$ cat src/rtl/name_binding_table_macros.svh
// Assertion macros for the name binding table.
// Used by the top level after its package import; depends on clk and arst_n in scope.
`ifndef NAME_BINDING_TABLE_MACROS_SVH
`define NAME_BINDING_TABLE_MACROS_SVH

`ifndef SYNTHESIS

// A clocked implication that is checked outside reset.
`define NBT_ASSERT(label, prop, msg) \
	label: assert property (@(posedge clk) disable iff (!arst_n) prop) else $error(msg);

// A condition that must hold at every clock edge outside reset.
`define NBT_ASSERT_ALWAYS(label, expr, msg) \
	`NBT_ASSERT(label, 1'b1 |-> (expr), msg)

`else

`define NBT_ASSERT(label, prop, msg)
`define NBT_ASSERT_ALWAYS(label, expr, msg)

`endif

`endif

$ cat src/rtl/nbt_pkg.sv
// Shared types and constants for the name binding table.
// No dependencies; imported by the top level.
package nbt_pkg;

	// Default number of bindings the table holds.
	localparam int TABLE_DEPTH = 32;

	// Field widths.
	localparam int KEY_W = 64;
	localparam int ID_W  = 16;

	// Request opcodes.
	localparam logic OP_REGISTER = 1'b0;
	localparam logic OP_LOOKUP   = 1'b1;

	// Result status codes.
	localparam logic [1:0] ST_OK      = 2'd0;
	localparam logic [1:0] ST_FULL    = 2'd1;
	localparam logic [1:0] ST_MISSING = 2'd2;

	// One request beat.
	typedef struct packed {
		logic             opcode;
		logic [KEY_W-1:0] name_key;
		logic [ID_W-1:0]  task_id;
	} req_t;

	// One result beat.
	typedef struct packed {
		logic [1:0]      status;
		logic [ID_W-1:0] result_task_id;
	} rsp_t;

endpackage

$ cat src/rtl/nbt_ram.sv
// Generic single-write, single-read RAM with a registered read port.
// No dependencies; holds the key and task id of each binding.
module nbt_ram #(
	parameter int Width = 8,
	parameter int Depth = 2
) (
	input  logic                                     clk,
	input  logic                                     wr_en,
	input  logic [((Depth > 1) ? $clog2(Depth) : 1)-1:0] wr_addr,
	input  logic [Width-1:0]                         wr_data,
	input  logic [((Depth > 1) ? $clog2(Depth) : 1)-1:0] rd_addr,
	output logic [Width-1:0]                         rd_data
);

	logic [Width-1:0] mem_q [Depth];
	logic [Width-1:0] rd_data_q;

	// Write port and registered read port.
	always_ff @(posedge clk) begin
		if (wr_en) begin
			mem_q[wr_addr] <= wr_data;
		end
		rd_data_q <= mem_q[rd_addr];
	end

	assign rd_data = rd_data_q;

endmodule

$ cat src/rtl/name_binding_table.sv
// Top level of the name binding table: request/response handshakes, scan sequencer.
// Depends on nbt_pkg, nbt_ram and name_binding_table_macros.svh.
//
// Usage:
// A request beat (opcode, name_key, task_id) is taken on req when req_valid is high
// and req_stall is low. req_stall is high while a request is being worked on, so one
// request is handled at a time. Each request gives exactly one response beat on rsp
// (status, result_task_id), held until rsp_valid is high and rsp_stall is low.
// The sequencer walks the filled entries from index 0 upward, one RAM read per cycle,
// comparing each stored key against the request key in one shared 64-bit comparator;
// the first match ends the walk. The sequencer returns to idle as the response beat is
// loaded, so the next request can be taken while that beat is presented. The registered
// read port of the table RAM puts the compare of each key in the cycle after its address
// is issued. A register request that hits or finds room writes the RAM in the cycle the
// response is loaded. If the previous response is still stalled, the finished request
// waits in place until the response register frees up. Reset clears the entry count and
// all control state; the RAM contents are not cleared and no clearing pass is needed,
// since only entries below the count are ever compared.
`include "name_binding_table_macros.svh"

module name_binding_table #(
	parameter int TableDepth = nbt_pkg::TABLE_DEPTH
) (
	input  logic         clk,
	input  logic         arst_n,
	input  logic         req_valid,
	output logic         req_stall,
	input  nbt_pkg::req_t req,
	output logic         rsp_valid,
	input  logic         rsp_stall,
	output nbt_pkg::rsp_t rsp
);

	import nbt_pkg::*;

	localparam int AW = (TableDepth > 1) ? $clog2(TableDepth) : 1;
	localparam int CW = $clog2(TableDepth + 1);
	localparam int EW = KEY_W + ID_W;
	localparam logic [CW-1:0] DepthC = CW'(TableDepth);

	typedef enum logic [1:0] {
		S_IDLE,
		S_SCAN,
		S_DONE
	} state_t;

	state_t           state_q;
	logic             op_q;
	logic [KEY_W-1:0] key_q;
	logic [ID_W-1:0]  tid_q;
	logic [CW-1:0]    count_q;
	logic [CW-1:0]    idx_q;
	logic [AW-1:0]    cmp_q;
	logic             pend_q;
	logic             hit_q;
	logic [AW-1:0]    slot_q;
	logic [ID_W-1:0]  hit_id_q;
	logic             rsp_valid_q;
	rsp_t             rsp_q;

	logic             accept;
	logic [AW-1:0]    rd_addr;
	logic [EW-1:0]    rd_data;
	logic [KEY_W-1:0] rd_key;
	logic [ID_W-1:0]  rd_id;
	logic             key_match;
	logic             issue;
	logic             out_free;
	logic             finish;
	logic             full;
	logic             wr_en;
	logic [AW-1:0]    wr_addr;
	logic [EW-1:0]    wr_data;
	rsp_t             rsp_next;

	// Handshake decode.
	assign req_stall = (state_q != S_IDLE);
	assign accept    = req_valid && !req_stall;
	assign out_free  = !rsp_valid_q || !rsp_stall;
	assign finish    = (state_q == S_DONE) && out_free;

	// Scan datapath: one read per cycle, one key compare per cycle.
	assign rd_addr   = idx_q[AW-1:0];
	assign rd_key    = rd_data[EW-1:ID_W];
	assign rd_id     = rd_data[ID_W-1:0];
	assign key_match = pend_q && (rd_key == key_q);
	assign issue     = (state_q == S_SCAN) && !key_match && (idx_q < count_q);

	// Table update for a register request: overwrite on a hit, append otherwise if there is room.
	assign full    = (count_q == DepthC);
	assign wr_en   = finish && (op_q == OP_REGISTER) && (hit_q || !full);
	assign wr_addr = hit_q ? slot_q : count_q[AW-1:0];
	assign wr_data = {key_q, tid_q};

	nbt_ram #(
		.Width(EW),
		.Depth(TableDepth)
	) u_table (
		.clk    (clk),
		.wr_en  (wr_en),
		.wr_addr(wr_addr),
		.wr_data(wr_data),
		.rd_addr(rd_addr),
		.rd_data(rd_data)
	);

	// Response built from the outcome of the scan.
	always_comb begin
		if (op_q == OP_REGISTER) begin
			rsp_next.status         = (hit_q || !full) ? ST_OK : ST_FULL;
			rsp_next.result_task_id = tid_q;
		end else if (hit_q) begin
			rsp_next.status         = ST_OK;
			rsp_next.result_task_id = hit_id_q;
		end else begin
			rsp_next.status         = ST_MISSING;
			rsp_next.result_task_id = '0;
		end
	end

	// Sequencer state and registered control outputs.
	always_ff @(posedge clk or negedge arst_n) begin
		if (!arst_n) begin
			state_q     <= S_IDLE;
			count_q     <= '0;
			idx_q       <= '0;
			pend_q      <= 1'b0;
			hit_q       <= 1'b0;
			rsp_valid_q <= 1'b0;
		end else begin
			if (rsp_valid_q && !rsp_stall && !finish) begin
				rsp_valid_q <= 1'b0;
			end
			case (state_q)
				S_IDLE: begin
					if (accept) begin
						idx_q   <= '0;
						pend_q  <= 1'b0;
						hit_q   <= 1'b0;
						state_q <= S_SCAN;
					end
				end
				S_SCAN: begin
					if (key_match) begin
						hit_q   <= 1'b1;
						pend_q  <= 1'b0;
						state_q <= S_DONE;
					end else if (issue) begin
						pend_q <= 1'b1;
						idx_q  <= idx_q + CW'(1);
					end else begin
						pend_q <= 1'b0;
						if (!pend_q) begin
							state_q <= S_DONE;
						end
					end
				end
				S_DONE: begin
					if (out_free) begin
						rsp_valid_q <= 1'b1;
						state_q     <= S_IDLE;
						if (wr_en && !hit_q) begin
							count_q <= count_q + CW'(1);
						end
					end
				end
				default: begin
					state_q <= S_IDLE;
				end
			endcase
		end
	end

	// Payload registers: request fields, scan tags and the response beat.
	always_ff @(posedge clk) begin
		if (accept) begin
			op_q  <= req.opcode;
			key_q <= req.name_key;
			tid_q <= req.task_id;
		end
		if (issue) begin
			cmp_q <= idx_q[AW-1:0];
		end
		if (key_match) begin
			slot_q   <= cmp_q;
			hit_id_q <= rd_id;
		end
		if (finish) begin
			rsp_q <= rsp_next;
		end
	end

	assign rsp_valid = rsp_valid_q;
	assign rsp       = rsp_q;

	// The entry count never passes the table depth.
	`NBT_ASSERT_ALWAYS(a_count_bound, count_q <= DepthC, "entry count exceeds table depth")

	// The entry count only ever grows by one binding at a time.
	`NBT_ASSERT(a_count_step, $changed(count_q) |-> count_q == $past(count_q) + CW'(1), "count jump")

	// A new response beat appears only when a finished request is loaded.
	`NBT_ASSERT(a_rsp_source, $rose(rsp_valid_q) |-> $past(state_q == S_DONE), "response raised outside the done state")

endmodule
$ cat config.mk
export PLATFORM = sky130hd
export DESIGN_NAME = name_binding_table
export DESIGN_NICKNAME = d
export VERILOG_FILES = /design/src/rtl/nbt_pkg.sv /design/src/rtl/nbt_ram.sv /design/src/rtl/name_binding_table.sv
export VERILOG_INCLUDE_DIRS = /design/src /design/src/rtl
export SDC_FILE = /design/constraint.sdc
export NUM_CORES = 2
export LEC_CHECK = 0
export BUFFER_PORTS_ARGS = -buffer_cell sky130_fd_sc_hd__buf_2
export CAP_MARGIN = 20
export CELL_PAD_IN_SITES_DETAIL_PLACEMENT = 1
export CELL_PAD_IN_SITES_GLOBAL_PLACEMENT = 1
export CORE_ASPECT_RATIO = 0.75
export CORE_MARGIN = 2
export CORE_UTILIZATION = 41
export DETAILED_ROUTE_END_ITERATION = 6
export GPL_ROUTABILITY_DRIVEN = 0
export PLACE_DENSITY = 0.6
export SYNTH_ARGS = -nofsm -noshare
export SYNTH_HDL_FRONTEND = slang
export SYNTH_SLANG_ARGS = --single-unit
$ cat constraint.sdc
create_clock -name clk -period 6.09 [get_ports clk]
set_clock_uncertainty 0.15 [all_clocks]
set_input_delay 1.218 -clock clk [delete_from_list [all_inputs] [get_ports clk]]
set_output_delay 1.218 -clock clk [all_outputs]
set_load 0.005 [all_outputs]
# After elaboration in Yosys (flattened, before gate mapping)

Memory sizes are Yosys's and may differ from the RTL's. A register that Yosys moved wholly into a read port is not among the register bits.
Index checks and enable logic that the tools add are counted.

Register bits after elaboration: 142
Bits in writable memories: 2,560
Bits of input ports: 85
Output and inout bits: 20
Word-level logic and storage cells: 82
Memories kept: 1

Memory list:

| name          | words | bits a word | rd ports | clocked after Yosys merged registers in | wr ports | line          | source |
|---|---|---|---|---|---|---|---|
| u_table.mem_q | 32    | 80          | 1        | 1                                       | 1        | nbt_ram.sv:15 | `logic [Width-1:0] mem_q [Depth];` |

Add/subtract/negate cells: 2
Magnitude comparators: 1
Equality and inequality tests: 11
Mux-type cells: 25
Bitwise gates (word level): 1
Reductions and logical operators: 27

Operator list:

| operator            | number |
|---|---|
| $eq 64x64->1        | 1 |
| $mux 18             | 2 |
| $mux 6              | 3 |
| $add 6x1->6 const B | 2 |
| $pmux 6 s2          | 1 |
| $logic_and 1x1->1   | 10 |
| $mux 1              | 10 |
| $mux 2              | 5 |
| $ne 2x2->1 const B  | 5 |
| $reduce_and 4->1    | 2 |
| $logic_not 1->1     | 7 |
| $eq 6x6->1 const B  | 1 |
| $lt 6x6->1          | 1 |
| $ne 3x3->1 const B  | 2 |
| $pmux 2 s3          | 1 |
| $reduce_and 3->1    | 2 |
| $mux 5              | 1 |
| $pmux 1 s2          | 2 |
| $reduce_bool 2->1   | 2 |
| $eq 2x1->1 const B  | 1 |
| $eq 2x2->1 const B  | 1 |
| $logic_not 2->1     | 1 |
| $logic_or 1x1->1    | 2 |
| $reduce_and 2->1    | 1 |
| $not 1->1           | 1 |

# Depth between registers and ports, before layout

Depth in word-level cells: 8
Gate-level depth with buffers: 9
Mapped depth without buffers: 9

# Cells and area by module

A second synthesis with hierarchy kept.

Cells, all modules: 5,057
Area total of the unflattened synthesis: 104,594.1 um2

Modules (own cells, without submodules):

| module             | times used | cells each | area an instance (um2) | sequential area each (um2) |
|---|---|---|---|---|
| nbt_ram            | 1          | 4,682      | 98,899.9               | 78,475.3 |
| name_binding_table | 1          | 375        | 5,694.2                | 4,179.0 |

# Worst setup path before layout

No wires, ideal clock.

Path type: input port to flip-flop
Start point: input port rsp_stall
End point: memory u_table.mem_q[12][0] (netlist name) (enable)
Library setup time: 0.519 ns
Arrival: 6.257 ns
Required time: 5.421 ns
Slack: -0.836 ns
Stages: 4
Path buffers: 0
Cells stage by stage: a21oi_1 nor3b_1 o21ai_1 nor2_1

Word-level cells in the longest chain between the ends: 7

Ends and longest elaborated chain:

| item                           | line                     | source |
|---|---|---|
| start, declared                | name_binding_table.sv:30 | `input logic rsp_stall,` |
| $logic_not 1->1                | name_binding_table.sv:79 | `assign out_free = !rsp_valid_q \|\| !rsp_stall;` |
| $logic_or 1x1->1               | name_binding_table.sv:79 |  |
| $logic_and 1x1->1              | name_binding_table.sv:80 | `assign finish = (state_q == S_DONE) && out_free;` |
| $logic_and 1x1->1 (2 in a row) | name_binding_table.sv:91 | `assign wr_en = finish && (op_q == OP_REGISTER) && (hit_q \|\| !full);` |
| $mux 1                         | nbt_ram.sv:20            | `if (wr_en) begin` |
| $mux 1 (not written as such)   | nbt_ram.sv:21            | `mem_q[wr_addr] <= wr_data;` |
| end, declared                  | nbt_ram.sv:15            |  |

No other way between the ends.

# Worst setup path after layout

Start point: register key_q[58]
End point: register idx_q[4]

Word-level cells in the longest chain between the ends: 7
Elaborated cells on any way between the ends: 8
Classes of those cells: eq/ne (3); reduce/logical (5)

Ends and longest elaborated chain:

| item                           | line                      | source |
|---|---|---|
| start, declared                | name_binding_table.sv:49  | `logic [KEY_W-1:0] key_q;` |
| start signal, assigned         | name_binding_table.sv:178 | `key_q <= req.name_key;` |
| $eq 64x64->1 (*)               | name_binding_table.sv:86  | `assign key_match = pend_q && (rd_key == key_q);` |
| $logic_and 1x1->1 (*)          | name_binding_table.sv:86  |  |
| $logic_not 1->1                | name_binding_table.sv:87  | `assign issue = (state_q == S_SCAN) && !key_match && (idx_q < count_q);` |
| $logic_and 1x1->1 (2 in a row) | name_binding_table.sv:87  |  |
| $ne 2x2->1 (no line)           | -                         |  |
| $reduce_and 4->1 (no line) (*) | -                         |  |
| end signal, assigned           | name_binding_table.sv:150 | `idx_q <= idx_q + CW'(1);` |
| end, declared                  | name_binding_table.sv:52  | `logic [CW-1:0] idx_q;` |

Mark *: on every way between the ends. The rest lies on a longest branch, timed or not.
A chain may end at the register's enable or synchronous reset.

==> results.sh <==
export IMPL_status="complete, no violations"
export IMPL_place_worst_setup_slack_ns=1.42
export IMPL_cp_required_ns=6.61
export IMPL_grt_max_degree=108
export IMPL_finalHoldViolations=0
export IMPL_ir_worst_vdd_mv=0.402
export IMPL_postCtsSetupBuffers=0
export IMPL_path_max_fanout=33
export IMPL_path_cells="xnor2_1, nand4b_1, or4_1, or4_4, nor4_4, buf_4, nor3_2, mux2i_1"
export IMPL_drt_met1_wl_microns=120000
export IMPL_drt_pre_antenna_iters=5
export IMPL_port_buffers=104
export IMPL_yosys_top_cells_area="edfxtp_1 77%, mux4_2 17%, dfxtp_1 1.5%"
export IMPL_routed_top_layer="met5"
export IMPL_hpwl_microns=141000
export IMPL_slew_limit_headroom=0.296
export IMPL_ys_flop_type="edfxtp_1"
export IMPL_async_flop_share=0.00611
export IMPL_cts_root_buffer="clkbuf_16"
export IMPL_dieArea_sq_mm=0.258
export IMPL_yosys_warnings=0
export IMPL_vias=46935
export IMPL_syn_avg_cell_area_sq_um=25.0
export IMPL_powerDensity_mw_per_mm2=429
export IMPL_cp_slowest_cell="nor4_4"
export IMPL_maxCapViolCount=0
export IMPL_ys_ff_latch=2782
export IMPL_hold_buffers=0
export IMPL_leakage_nw=37.0
export IMPL_core_sq_mm=0.253
export IMPL_cp_end_kind="register"
export IMPL_rows=160
export IMPL_cts_sinks=2782
export IMPL_wl_met3_microns=19200
export IMPL_grt_use_total=0.209
export IMPL_grt_first_pass_wirelength_microns=381000
export IMPL_netlist_area_leader_share=0.774
export IMPL_wirelength_microns=268000
export IMPL_synthCells=4163
export IMPL_post_cts_resize_count=0
export IMPL_cp_slowest_stage_delay_ns=0.86
export IMPL_rsz0062_at_grt="no"
export IMPL_cts_inserted_buffers=285
export IMPL_startpoint_type="register"
export IMPL_stdcell_area_sq_mm=0.120
export IMPL_areaGrowthSynthToFinish_pct=14.8
export IMPL_die_w_microns=586
export IMPL_yosys_area_top_type="edfxtp_1"
export IMPL_grt_overflow=0
export IMPL_dr_wl_met2_microns=123000
export IMPL_cts_tree="built"
export IMPL_dp_cells=7663
export IMPL_clkLatencyLatePin_ns=0.87
export IMPL_io_pins=105
export IMPL_synth_edf_count=2685
export IMPL_via_per_inst=5.74
export IMPL_final_nets=4644
export IMPL_synth_most_common_cell="edfxtp_1"
export IMPL_place_area_sq_mm=0.111
export IMPL_route_antenna_remaining_nets=0
export IMPL_clockBufferDepth=4
export IMPL_synth_common_cells="2685 x edfxtp_1, 800 x mux4_2, 168 x clkbuf_1, 80 x dfxtp_1, 80 x mux2_2"
export IMPL_stdcell_count=8172
export IMPL_hold_path_class="in -> async"
export IMPL_power_w=0.0513
export IMPL_n_fill_cell=22254
export IMPL_setup_viol=0
export IMPL_initial_core_util=0.412
export IMPL_drc=0
export IMPL_antenna_found_initial=13
export IMPL_grt_pass1_vias=49111
export IMPL_clkSlewWorstSetupHoldPaths_ns=0.06
export IMPL_synth_nets=4256
export IMPL_cts_max_level=5
export IMPL_layout_drive_gt1_share=0.336
export IMPL_final_setup_tns_ns=0
export IMPL_ys_seq_area_frac=0.793
export IMPL_fmax_ghz=0.235
export IMPL_dieHeight_microns=441
export IMPL_ys_types=49
export IMPL_period_needed_ns=4.25
export IMPL_maxSlewViolCount=0
export IMPL_wl_per_cell_microns=32.8
export IMPL_fin_ws_ns=1.84
export IMPL_drt_iter0_markers=5335
export IMPL_synth_area_sq_mm=0.104
export IMPL_worstMarginPinSlew_ns=1.06
export IMPL_path_class="reg -> reg"
export IMPL_period_share=0.698
export IMPL_arrival_ns=4.77
## routing by layer
metal,global-route usage,up-vias
li1,-,18760
met1,0.313,26138
met2,0.316,1674
met3,0.0413,359
met4,0.0530,4
met5,0,-
## report_power, final
part | internal [W] | switching [W] | leakage, nW | total [W]
logic | 0.00625 | 0.00618 | 7.62 | 0.0124
registers | 0.0213 | 0.000547 | 25.0 | 0.0219
clock network | 0.00977 | 0.00727 | 4.35 | 0.0170
total | 0.0373 | 0.0140 | 37.0 | 0.0513
## cells by family (layout without fill, tap and decap cells)
kind of cell,Yosys count,after routing,share of synthesized area
compound gates,45,45,0.00265
xor+xnor,69,69,0.00580
fa+ha+maj,8,8,0.000960
buf+inv,224,827,0.00820
flops,2782,2782,0.793
mux,883,883,0.182
other cells,0,4,0
simple gates,152,152,0.00748
## critical path, delay by kind of cell, from the launching register on
family	cells	cell delay [ns]
muxes	1	0.12
buffers and inverters	1	0.27
and+or+nand+nor	5	2.17
DFF	1	0.77
xor gates and xnor gates	1	0.56
## registers in the layout, summed over array words and instances (netlist names), 2 cells and up
name and cells:
key_q 64, tid_q 16, u_table.mem_q 2560, cmp_q 5, hit_id_q 16, slot_q 5
rsp 18, count_q 6, u_table.rd_data 80, state_q 2, idx_q 6
## layout by cell type (no fill, tap or decap), drive strengths merged, types with 2 or more instances in the layout
cell / count
a21o: 2
a21oi: 5
buf: 298
bufinv: 18
clkbuf: 377
clkinv: 93
clkinvlp: 6
dfrtp: 17
dfxtp: 80
diode: 4
edfxtp: 2685
ha: 8
inv: 35
mux2: 80
mux2i: 3
mux4: 800
nand2: 46
nand2b: 4
nand3: 6
nand4: 9
nand4b: 2
nand4bb: 2
nor2: 40
nor2b: 4
nor3: 4
nor3b: 2
nor4: 23
o21ai: 21
o22ai: 3
o31ai: 4
o32ai: 4
or4: 5
xnor2: 18
xor2: 51
## layout make-up
type / count / area [sq um] / area share
sequential: 2782 / 82700 / 0.691
multi-input combinational: 1157 / 21000 / 0.175
clock buffer: 377 / 7780 / 0.0650
tap: 3402 / 4260 / 0.0356
timing repair buffer: 298 / 2680 / 0.0224
clock inverter: 125 / 1160 / 0.00970
inverter: 27 / 106 / 0.000889
antenna: 4 / 10.0 / 0.0000837
## worst paths after layout
kind,from,end,slack [ns],cells after the start
min in group clk,u_table.rd_data[0],hit_id_q[0],0.25,0
setup reg to reg,key_q[58],idx_q[4],1.84,8
hold / removal,arst_n,idx_q[1],0.15,1
setup / recovery,key_q[58],idx_q[4],1.84,8
hold reg to reg,u_table.rd_data[0],hit_id_q[0],0.25,0
max in group asynchronous,arst_n,idx_q[0],5.30,1
## metrics by stage
stage | hold WS (ns) | util
finish | 0.146 | 0.473
global route | 0.133 | 0.473
CTS | 0.0892 | 0.472
detailed placement | 0.241 | 0.437
global placement | 0.238 | 0.437
floorplan | 0.236 | -
No activity file was read; power rests on OpenSTA's default activity.
